$ cat src/hdl/i2cme_pkg.sv
`timescale 1ns / 1ps
// ----------------------------------------------------------------------------
// I2C master byte engine package
// Shared codes, widths and item/result types.
// ----------------------------------------------------------------------------
package i2cme_pkg;

	localparam int BitsPerByte = 8;
	localparam int HalfW       = 16;
	localparam int InDataW     = 16;  // 11 used bits, padded to bytes
	localparam int OutDataW    = 24;  // 17 used bits, padded to bytes

	// command codes
	localparam logic [2:0] MODE_NONE  = 3'd0;
	localparam logic [2:0] MODE_START = 3'd1;
	localparam logic [2:0] MODE_STOP  = 3'd2;
	localparam logic [2:0] MODE_WRITE = 3'd3;
	localparam logic [2:0] MODE_READ  = 3'd4;

	// bus status codes
	localparam logic [1:0] ST_NOINIT = 2'd0;
	localparam logic [1:0] ST_READY  = 2'd1;
	localparam logic [1:0] ST_BUSY   = 2'd2;

	// config register indexes
	localparam logic CFG_ENABLE = 1'b0;
	localparam logic CFG_HALF   = 1'b1;

	typedef struct packed {
		logic                   tick;
		logic [2:0]             mode;
		logic [BitsPerByte-1:0] tx_data;
		logic                   send_ack;
		logic                   sda_in;
	} item_t;

	typedef struct packed {
		logic                   scl_out;
		logic                   sda_out;
		logic                   sda_drive;
		logic                   cmd_ready;
		logic                   done_res;
		logic [BitsPerByte-1:0] rx_data;
		logic                   ack_seen;
		logic                   rejected;
		logic [1:0]             bus_state;
	} result_t;

endpackage

$ cat src/hdl/i2cme_core.sv
`timescale 1ns / 1ps
// ----------------------------------------------------------------------------
// I2C master byte engine core
// Bus sequencer state, config registers and the per-item next-state logic.
// ----------------------------------------------------------------------------
module i2cme_core (
	input  logic                           clk,
	input  logic                           arst_n,
	input  logic                           step,
	input  i2cme_pkg::item_t               item,
	input  logic                           cfg_we,
	input  logic                           cfg_idx,
	input  logic [i2cme_pkg::HalfW-1:0]    cfg_wdata,
	output i2cme_pkg::result_t             res
);

	localparam logic [3:0] PH_IDLE   = 4'd0;
	localparam logic [3:0] PH_ST_A   = 4'd1;
	localparam logic [3:0] PH_ST_B   = 4'd2;
	localparam logic [3:0] PH_SP_A   = 4'd3;
	localparam logic [3:0] PH_SP_B   = 4'd4;
	localparam logic [3:0] PH_WR_HI  = 4'd5;
	localparam logic [3:0] PH_WR_LO  = 4'd6;
	localparam logic [3:0] PH_WR_AHI = 4'd7;
	localparam logic [3:0] PH_WR_ALO = 4'd8;
	localparam logic [3:0] PH_RD_HI  = 4'd9;
	localparam logic [3:0] PH_RD_LO  = 4'd10;
	localparam logic [3:0] PH_RD_AHI = 4'd11;
	localparam logic [3:0] PH_RD_ALO = 4'd12;

	localparam int BW = i2cme_pkg::BitsPerByte;
	localparam int HW = i2cme_pkg::HalfW;

	logic [3:0]    phase_q, phase_d;
	logic [3:0]    bit_cnt_q, bit_cnt_d;
	logic [HW-1:0] wait_q, wait_d;
	logic [BW-1:0] shift_q, shift_d;
	logic [1:0]    status_q, status_d;
	logic          ack_q, ack_d;
	logic          nack_q, nack_d;
	logic          scl_q, scl_d;
	logic          sda_q, sda_d;
	logic          oe_q, oe_d;
	logic [BW-1:0] rx_q, rx_d;
	logic          en_q, en_d;
	logic [HW-1:0] half_q, half_d;

	logic [HW-1:0] wait_load;
	logic [HW-1:0] wait_dec;
	logic [3:0]    bit_inc;
	logic          done, rej;

	assign wait_load = (half_q == '0) ? HW'(1) : half_q;
	assign wait_dec  = (wait_q != '0) ? wait_q - HW'(1) : '0;
	assign bit_inc   = bit_cnt_q + 4'd1;

	always_comb begin
		phase_d   = phase_q;
		bit_cnt_d = bit_cnt_q;
		wait_d    = wait_q;
		shift_d   = shift_q;
		status_d  = status_q;
		ack_d     = ack_q;
		nack_d    = nack_q;
		scl_d     = scl_q;
		sda_d     = sda_q;
		oe_d      = oe_q;
		rx_d      = rx_q;
		en_d      = en_q;
		half_d    = half_q;
		done      = 1'b0;
		rej       = 1'b0;

		if (cfg_we) begin
			if (cfg_idx == i2cme_pkg::CFG_ENABLE) begin
				if (!cfg_wdata[0] || !en_q) begin
					// disable, or fresh enable: both start from a clean state
					en_d      = cfg_wdata[0];
					phase_d   = PH_IDLE;
					bit_cnt_d = '0;
					wait_d    = '0;
					shift_d   = '0;
					ack_d     = 1'b0;
					nack_d    = 1'b0;
					rx_d      = '0;
					scl_d     = 1'b1;
					sda_d     = 1'b1;
					oe_d      = cfg_wdata[0];
					status_d  = cfg_wdata[0] ? i2cme_pkg::ST_READY : i2cme_pkg::ST_NOINIT;
				end
			end else begin
				half_d = cfg_wdata;
			end
		end else if (step) begin
			if (phase_q == PH_IDLE) begin
				if (item.mode == i2cme_pkg::MODE_START) begin
					if (!en_q || status_q != i2cme_pkg::ST_READY) begin
						rej = 1'b1;
					end else begin
						status_d = i2cme_pkg::ST_BUSY;
						oe_d     = 1'b1;
						sda_d    = 1'b1;
						scl_d    = 1'b1;
						wait_d   = wait_load;
						phase_d  = PH_ST_A;
					end
				end else if (en_q) begin
					if (item.mode == i2cme_pkg::MODE_STOP) begin
						oe_d    = 1'b1;
						sda_d   = 1'b0;
						scl_d   = 1'b1;
						wait_d  = wait_load;
						phase_d = PH_SP_A;
					end else if (item.mode == i2cme_pkg::MODE_WRITE) begin
						sda_d     = item.tx_data[BW-1];
						shift_d   = {item.tx_data[BW-2:0], 1'b0};
						bit_cnt_d = '0;
						scl_d     = 1'b1;
						wait_d    = wait_load;
						phase_d   = PH_WR_HI;
					end else if (item.mode == i2cme_pkg::MODE_READ) begin
						oe_d      = 1'b0;
						shift_d   = '0;
						bit_cnt_d = '0;
						nack_d    = ~item.send_ack;
						scl_d     = 1'b1;
						wait_d    = wait_load;
						phase_d   = PH_RD_HI;
					end
				end
			end else if (item.tick) begin
				wait_d = wait_dec;
				if (wait_dec == '0) begin
					unique case (phase_q)
						PH_ST_A: begin
							sda_d   = 1'b0;
							wait_d  = wait_load;
							phase_d = PH_ST_B;
						end
						PH_ST_B: begin
							scl_d   = 1'b0;
							phase_d = PH_IDLE;
							done    = 1'b1;
						end
						PH_SP_A: begin
							sda_d   = 1'b1;
							wait_d  = wait_load;
							phase_d = PH_SP_B;
						end
						PH_SP_B: begin
							status_d = i2cme_pkg::ST_READY;
							phase_d  = PH_IDLE;
							done     = 1'b1;
						end
						PH_WR_HI: begin
							scl_d   = 1'b0;
							wait_d  = wait_load;
							phase_d = PH_WR_LO;
						end
						PH_WR_LO: begin
							bit_cnt_d = bit_inc;
							scl_d     = 1'b1;
							wait_d    = wait_load;
							if (bit_inc < 4'(BW)) begin
								sda_d   = shift_q[BW-1];
								shift_d = {shift_q[BW-2:0], 1'b0};
								phase_d = PH_WR_HI;
							end else begin
								oe_d    = 1'b0;
								phase_d = PH_WR_AHI;
							end
						end
						PH_WR_AHI: begin
							ack_d   = ~item.sda_in;
							scl_d   = 1'b0;
							wait_d  = wait_load;
							phase_d = PH_WR_ALO;
						end
						PH_WR_ALO: begin
							oe_d    = 1'b1;
							sda_d   = 1'b0;
							phase_d = PH_IDLE;
							done    = 1'b1;
						end
						PH_RD_HI: begin
							shift_d = {shift_q[BW-2:0], item.sda_in};
							scl_d   = 1'b0;
							wait_d  = wait_load;
							phase_d = PH_RD_LO;
						end
						PH_RD_LO: begin
							bit_cnt_d = bit_inc;
							scl_d     = 1'b1;
							wait_d    = wait_load;
							if (bit_inc < 4'(BW)) begin
								phase_d = PH_RD_HI;
							end else begin
								rx_d    = shift_q;
								oe_d    = 1'b1;
								sda_d   = nack_q;
								phase_d = PH_RD_AHI;
							end
						end
						PH_RD_AHI: begin
							scl_d   = 1'b0;
							wait_d  = wait_load;
							phase_d = PH_RD_ALO;
						end
						PH_RD_ALO: begin
							sda_d   = 1'b0;
							phase_d = PH_IDLE;
							done    = 1'b1;
						end
						default: phase_d = PH_IDLE;
					endcase
				end
			end
		end
	end

	always_ff @(posedge clk or negedge arst_n) begin
		if (!arst_n) begin
			phase_q   <= PH_IDLE;
			bit_cnt_q <= '0;
			wait_q    <= '0;
			shift_q   <= '0;
			status_q  <= i2cme_pkg::ST_NOINIT;
			ack_q     <= 1'b0;
			nack_q    <= 1'b0;
			scl_q     <= 1'b1;
			sda_q     <= 1'b1;
			oe_q      <= 1'b0;
			rx_q      <= '0;
			en_q      <= 1'b0;
			half_q    <= HW'(5);
		end else begin
			phase_q   <= phase_d;
			bit_cnt_q <= bit_cnt_d;
			wait_q    <= wait_d;
			shift_q   <= shift_d;
			status_q  <= status_d;
			ack_q     <= ack_d;
			nack_q    <= nack_d;
			scl_q     <= scl_d;
			sda_q     <= sda_d;
			oe_q      <= oe_d;
			rx_q      <= rx_d;
			en_q      <= en_d;
			half_q    <= half_d;
		end
	end

	// result reflects the state after this item
	always_comb begin
		res.scl_out   = scl_d;
		res.sda_out   = sda_d;
		res.sda_drive = oe_d;
		res.cmd_ready = (phase_d == PH_IDLE) && en_d;
		res.done_res  = done;
		res.rx_data   = rx_d;
		res.ack_seen  = ack_d;
		res.rejected  = rej;
		res.bus_state = status_d;
	end

endmodule

$ cat src/hdl/i2cme_out_buf.sv
`timescale 1ns / 1ps
// ----------------------------------------------------------------------------
// I2C master byte engine output buffer
// Two-entry output register with skid slot.
// ----------------------------------------------------------------------------
module i2cme_out_buf #(
	parameter int DataW = i2cme_pkg::OutDataW
) (
	input  logic             clk,
	input  logic             arst_n,
	input  logic             push,
	input  logic [DataW-1:0] push_data,
	output logic             can_push,
	output logic             out_valid,
	input  logic             out_ready,
	output logic [DataW-1:0] out_data
);

	logic             main_vld_q;
	logic             skid_vld_q;
	logic [DataW-1:0] main_q;
	logic [DataW-1:0] skid_q;

	assign can_push  = !skid_vld_q;
	assign out_valid = main_vld_q;
	assign out_data  = main_q;

	always_ff @(posedge clk or negedge arst_n) begin
		if (!arst_n) begin
			main_vld_q <= 1'b0;
			skid_vld_q <= 1'b0;
		end else begin
			if (!main_vld_q || out_ready) begin
				// main slot frees up: refill from skid first, then input
				if (skid_vld_q) begin
					main_vld_q <= 1'b1;
					skid_vld_q <= 1'b0;
				end else begin
					main_vld_q <= push;
				end
			end else if (push) begin
				skid_vld_q <= 1'b1;
			end
		end
	end

	always_ff @(posedge clk) begin
		if (!main_vld_q || out_ready) begin
			if (skid_vld_q) begin
				main_q <= skid_q;
			end else if (push) begin
				main_q <= push_data;
			end
		end else if (push) begin
			skid_q <= push_data;
		end
	end

endmodule

$ cat src/hdl/i2c_master_byte_engine.sv
`timescale 1ns / 1ps
// Results are registered in the output buffer before they reach m_tdata.
// Throughput: one item per cycle; s_tready only drops when the two-entry
//   output buffer is full under downstream backpressure.
// Reset (arst_n low): bus released, SCL and SDA high, SDA undriven, engine
//   disabled, half period 5 ticks, output buffer empty.
// ----------------------------------------------------------------------------
// I2C master byte engine
// Tick-driven I2C master: start, stop, write byte and read byte sequencing.
// ----------------------------------------------------------------------------
module i2c_master_byte_engine (
	input  logic                              clk,
	input  logic                              arst_n,
	// input item: tick[0], tx_data[8:1], send_ack[9], sda_in[10], zero pad
	input  logic                              s_tvalid,
	output logic                              s_tready,
	input  logic [i2cme_pkg::InDataW-1:0]     s_tdata,
	// command kind: mode[2:0]
	input  logic [2:0]                        s_tuser,
	// result item: scl_out[0], sda_out[1], sda_drive[2], cmd_ready[3],
	// done_res[4], rx_data[12:5], ack_seen[13], rejected[14],
	// bus_state[16:15], zero pad
	output logic                              m_tvalid,
	input  logic                              m_tready,
	output logic [i2cme_pkg::OutDataW-1:0]    m_tdata,
	// config: index 0 enable, index 1 half_period_ticks
	input  logic                              cfg_valid,
	output logic                              cfg_ready,
	input  logic                              cfg_index,
	input  logic [i2cme_pkg::HalfW-1:0]       cfg_data
);

	localparam int BW = i2cme_pkg::BitsPerByte;

	i2cme_pkg::item_t   item;
	i2cme_pkg::result_t res;
	logic               step;
	logic [i2cme_pkg::OutDataW-1:0] res_data;

	// config always writable; user must make writes only while idle
	assign cfg_ready = 1'b1;

	// an input transfer steps the sequencer unless a cfg write coincides
	assign step = s_tvalid && s_tready;

	assign item.tick     = s_tdata[0];
	assign item.mode     = s_tuser;
	assign item.tx_data  = s_tdata[BW:1];
	assign item.send_ack = s_tdata[BW+1];
	assign item.sda_in   = s_tdata[BW+2];

	i2cme_core u_core (
		.clk       (clk),
		.arst_n    (arst_n),
		.step      (step),
		.item      (item),
		.cfg_we    (cfg_valid && cfg_ready),
		.cfg_idx   (cfg_index),
		.cfg_wdata (cfg_data),
		.res       (res)
	);

	// pack result fields, highest first, zero pad on top
	assign res_data = {7'd0, res.bus_state, res.rejected, res.ack_seen, res.rx_data,
		res.done_res, res.cmd_ready, res.sda_drive, res.sda_out, res.scl_out};

	i2cme_out_buf #(
		.DataW (i2cme_pkg::OutDataW)
	) u_out_buf (
		.clk       (clk),
		.arst_n    (arst_n),
		.push      (step),
		.push_data (res_data),
		.can_push  (s_tready),
		.out_valid (m_tvalid),
		.out_ready (m_tready),
		.out_data  (m_tdata)
	);

endmodule
$ cat config.mk
export PLATFORM = sky130hd
export DESIGN_NAME = i2c_master_byte_engine
export DESIGN_NICKNAME = d
export VERILOG_FILES = /design/src/hdl/i2cme_pkg.sv /design/src/hdl/i2cme_core.sv /design/src/hdl/i2cme_out_buf.sv /design/src/hdl/i2c_master_byte_engine.sv
export SDC_FILE = /design/constraint.sdc
export NUM_CORES = 1
export LEC_CHECK = 0
export ABC_AREA = 1
export BUFFER_PORTS_ARGS = -buffer_cell sky130_fd_sc_hd__buf_2
export CAP_MARGIN = 40
export CORE_ASPECT_RATIO = 0.6
export CORE_UTILIZATION = 64
export DETAILED_ROUTE_END_ITERATION = 7
export MAX_ROUTING_LAYER = met4
export PLACE_DENSITY = 0.83
export REMOVE_ABC_BUFFERS = 1
export SKIP_CTS_REPAIR_TIMING = 1
export SLEW_MARGIN = 20
export SYNTH_ARGS = -nofsm -noshare
export SYNTH_HDL_FRONTEND = slang
export SYNTH_SLANG_ARGS = --single-unit
$ cat constraint.sdc
create_clock -name clk -period 4 [get_ports clk]
set_input_delay 0.4 -clock clk [delete_from_list [all_inputs] [get_ports clk]]
set_output_delay 0.4 -clock clk [all_outputs]
set_load 0.005 [all_outputs]
Word-level counts from Yosys, hierarchy flattened
Index checks and enable logic that the tools add are counted. W data, S select, Z words.

Bits in registers: 100. Input bits: 41.

Reductions and logical operators: 36. $lt $le $gt $ge: 1. Equality and inequality tests: 30. Bitwise gates (word level): 3. Add/subtract/negate cells: 2. Muxes and demuxes: 159.

Operators with widths (count): $mux W16 (16); $mux W8 (22); $mux W4 (26); $mux W1 (76); $mux W17 (2); $logic_not A16 Y1 (2); $pmux W4 S8 (1); $mux W2 (12); $eq A4 B4 Y1 const B (5); $eq A4 B3 Y1 const B (4); $pmux W8 S2 (1); $reduce_bool A16 Y1 (1); $sub A16 B1 Y16 const B (1); $reduce_bool A2 Y1 (6); $reduce_and A11 Y1 (1); $reduce_and A10 Y1 (1); $reduce_and A9 Y1 (1); $reduce_bool A3 Y1 (3); $eq A4 B2 Y1 const B (2); $logic_not A4 Y1 (2); $ne A2 B2 Y1 const B (4); $ne A4 B4 Y1 const B (2); $reduce_or A8 Y1 (1); $reduce_and A7 Y1 (1); 25 further kinds (38).

Longest topological paths before layout
Depth after elaboration: 13. Depth in mapped cells: 20. Mapped depth without buffers: 20.

Cells and area by module
From an unflattened synthesis, not the netlist that was laid out.

Cells, all modules: 783. Area total of the unflattened synthesis: 6308.6 sq um.

Modules (own cells, without submodules): i2cme_core (times used 1, cells an instance 640, seq. area each 1606.5 sq um, area an instance 4406.7 sq um); i2cme_out_buf (times used 1, cells an instance 138, seq. area each 1491.4 sq um, area an instance 1879.3 sq um); i2c_master_byte_engine (times used 1, cells an instance 5, seq. area each 0.0 sq um, area an instance 22.5 sq um).

Least setup slack after synthesis
No wires, ideal clock.

Kind: register to register. Start: register u_core.wait_q[1]. End: register u_out_buf.skid_q[12] (data pin). Data required time: 3742 ps. Arrival: 2216 ps. Slack: 1526 ps. Clock period less this slack: 2474 ps. Stages on the path, launching flop included: 18. Path buffers: 1. Cells stage by stage: dfrtp_1 > inv_1 > ha_1 > nand2_2 > nor2_4 > nand2_1 > nand3_1 > nand2_1 > nor2_2 > nand2_4 > nor2_8 > nand3_4 > clkinv_2 > nand3_4 > buf_6 > o21ai_2 > o21ai_1 > and2_1.

RTL lines: start, declared (RTL line i2cme_core.sv:36) `logic [HW-1:0] wait_q, wait_d;`; start signal, assigned (RTL line i2cme_core.sv:239) `wait_q <= wait_d;`; end signal, assigned (RTL line i2cme_out_buf.sv:55) `skid_q <= push_data;`; end, declared (RTL line i2cme_out_buf.sv:22) `logic [DataW-1:0] skid_q;`.

Final worst setup path
Start: register u_core.wait_q[1]. End: register u_core.shift_q[7].

Word-level cells in the longest chain between the ends: 5.

Ends and longest elaborated chain: $sub A16 B1 Y16 / $reduce_bool A16 Y1 (equally long branches) (RTL line i2cme_core.sv:54) `assign wait_dec = (wait_q != '0) ? wait_q - HW'(1) : '0;`; $mux W16 (*) (RTL line i2cme_core.sv:54); $logic_not A16 Y1 (*) (RTL line i2cme_core.sv:133) `if (wait_dec == '0) begin`; $reduce_bool A3 Y1 (no source line) (*); $reduce_and A11 Y1 (no source line) (*); end signal, assigned (RTL line i2cme_core.sv:240) `shift_q <= shift_d;`; end, declared (RTL line i2cme_core.sv:37) `logic [BW-1:0] shift_q, shift_d;`.

Every way passes the cells marked *; elsewhere a longest branch is shown, timed or not. A chain may end at the register's enable or synchronous reset.

==> impl_metrics.toml <==
[outcome]
status = "finished with violations"
violations = "design-rule violations"

[setup_path]
path_cells = "inv_1, ha_1, nand3_1, nor2_1, nand2_2, nand3_1, nand3_2, nor2_8, nand2_2, nand2_2, inv_2, a311oi_4, nor2_1, a21oi_1"
start_kind = "flop"
cp-startpoint = "u_core.wait_q[1]"
crit_type = "reg2reg"
r2r_start = "u_core.wait_q[1]"
worstPathArrival_ps = 3480
cp_slowest_cell = "a311oi_4"
cp.required_ps = 4270
cpMostUsedCell = "nand2_2"
crit_path_end_kind = "flop"
cp_slowest_stage_delay_ps = 630
crit_fanout = 16

[hold_path]
min_path_type = "in2reg"
min-delay-start = "s_tdata[9]"

[floorplan]
fp-row-count = 26
core_um2 = 8690
start_util = 0.671
fp.dieH_um = 75.9
ios = 68
die_x_um = 125
dieArea_um2 = 9510

[finish]
drive_gt1_frac = 0.186
instances_no_fill = 893
antennaDiodeCount = 0
fin_nets = 820
area_delta_synth_final_pct = 12.0

[synth]
synth_async_sr_flop_share = 0.660
ys_types = 50
synth_edf_count = 34
synth_ff_type = "dfrtp_1"
avgSynthCellArea_um2 = 8.09
ys_warn_count = 0
syn-instance-count = 721
ys_seq_area_frac = 0.459
syn_area_um2 = 5830
ys_ff_latch = 100

[power_and_ir_drop]
vdd_drop_max_v = 0.000349
power.density_nw_per_um2 = 548
total_leakage_power_nw = 3.10

[job]
maxCapViolCount = 0

[placement]
gp_congestion = 0.955
portBuffers = 54
hpwl_um = 12100
placed_cells = 876
place_ws_ps = 931

[cts]
path_clk_slew_ps = 80
numCtsBuffers = 9
clockBufferDepth = 2
clock_latency_ps = 360
htree_levels = 3
cts_tree = "built"
clock_sinks = 100
clock-root-buffer = "clkbuf_16"

[global_routing]
gr-total-overflow = 0
grt_pass1_wl_um = 26200
grt_usage = 0.374
grt_max_degree = 32
grt_pass1_vias = 5192
antenna_found_initial = 0

[route]
routed_wl_um = 16200
first_pass_iters = 8
drc = 3
vias = 5451
wl_per_cell_um = 18.1
drt_iter0_markers = 755
via_per_inst = 6.10
drtAntennaViolNets = 0

[sta]
setup_viol = 0
fin_tns_setup_ps = 0
hold_viol_final = 0
finalWorstSetupSlack_ps = 796
fmax_mhz = 312
final-max-slew-violation-count = 0
fin_crit_sh = 0.801
skew_ps = 7.54
tightest_slew_ps = 771
slew_headroom = 0.486
layout_min_cycle_time_ps = 3200
rsz0062_at_grt = "false"
-- stage by stage --
| stage | cell area [um2] | total power [mW] | utilization | hold WS [ps] |
|---|---|---|---|---|
| after floorplan | 5700 | 2.27 | - | 104 |
| after global placement | 6190 | 2.59 | 0.712 | 488 |
| after detailed placement | 6210 | 2.64 | 0.714 | 269 |
| after CTS | 6520 | 3.54 | 0.751 | -111 |
| after global routing | 6530 | 3.78 | 0.752 | 249 |
| final | 6530 | 3.58 | 0.752 | 244 |
-- final cells by class --
| class | count | area (um2) |
|---|---|---|
| fillers | 636 | 2150 |
| clock buffers | 9 | 225 |
| inverters | 87 | 328 |
| flip-flops and latches | 100 | 2680 |
| clock inverters | 7 | 91.3 |
| multi-input cells | 512 | 2700 |
| well taps | 112 | 140 |
| repair buffers | 66 | 375 |
-- synth_stat cells (5+ instances only) --
master      n  area (um2)
a21oi_1    37         185
a22oi_1    12        90.1
a31oi_1     5        31.3
and2_1      9        56.3
buf_4       8        60.1
clkbuf_1   14        52.6
dfrtp_1    62        1550
edfxtp_1   34        1020
inv_1      78         293
inv_2       7        26.3
mux2_2     14         158
nand2_1   165         619
nand2_2     7        43.8
nand3_1    65         325
nand4_1     6        37.5
nor2_1     53         199
nor2_2      8        50.1
nor2_4      9         101
nor3_1      6        30.0
o211ai_1    6        45.0
o21ai_0    49         245
o21ai_1    15        75.1
-- cells by family (layout without fill, tap and decap cells) --
group           after synthesis  count (layout)  share of synthesized area
mux                          14              14                     0.0270
simple gates                342             342                      0.276
other cells                   2               8                    0.00129
fa+ha+maj                     3               3                    0.00644
compound gates              142             142                      0.143
flops                       100             100                      0.459
buf+inv                     115             169                     0.0826
xor+xnor                      3               3                    0.00451
-- cell usage in the layout, fill, tap and decap left out, types with 5 or more instances in the layout --
cell type / n
nand2_1: 165
inv_1: 78
nand3_1: 65
dfrtp_1: 62
buf_2: 54
nor2_1: 53
o21ai_0: 49
a21oi_1: 37
edfxtp_1: 34
o21ai_1: 15
mux2_2: 14
a22oi_1: 12
buf_4: 10
nor2_4: 9
and2_1: 9
clkbuf_16: 9
nor2_2: 8
conb_1: 8
inv_2: 7
nand2_2: 7
nor3_1: 6
nand4_1: 6
o211ai_1: 6
a31oi_1: 5
-- worst paths after layout --
check,cells past startpoint,end,slack [ps]
setup reg to reg,14,u_core.shift_q[7],800
hold reg to reg,2,u_core.bit_cnt_q[3],510
setup / recovery,14,u_core.shift_q[7],800
max in group asynchronous,4,u_core.half_q[0],2770
min in group asynchronous,2,u_out_buf.skid_vld_q,420
hold / removal,2,u_core.nack_q,240
-- worst max-delay path: cells and delay by family (launching register included) --
family	cells	cell delay (ps)
AOI/OAI and AO/OA	2	820
buffers and inverters	2	170
adders and majority gates	1	260
DFF	1	410
and+or+nand+nor	9	1450
-- sequential cells by signal, indices dropped and copies added, names as in the netlist, 2 cells and up --
| name | flops |
|---|---|
| u_core.rx_q | 8 |
| u_core.status_q | 2 |
| u_core.bit_cnt_q | 4 |
| u_core.shift_q | 8 |
| u_out_buf.skid_q | 17 |
| u_out_buf.out_data | 17 |
| u_core.wait_q | 16 |
| u_core.phase_q | 4 |
| u_core.half_q | 16 |
-- layer usage --
| metal | wire length [um] | global-route usage | vias to the layer above |
|---|---|---|---|
| met3 | 2300 | 0.129 | 25 |
| met5 | 0 | - | - |
| met4 | 238 | 0.0927 | 0 |
| li1 | - | - | 2506 |
| met1 | 6840 | 0.515 | 2561 |
| met2 | 6780 | 0.531 | 359 |
-- power breakdown --
group | leakage [nW] | internal, mW | switching (mW) | total (mW)
Clock | 0.152 | 0.449 | 0.452 | 0.902
Combinational | 1.80 | 0.391 | 0.842 | 1.23
Sequential | 1.15 | 1.25 | 0.197 | 1.44
Note: power is estimated with default switching activity, not from simulation.
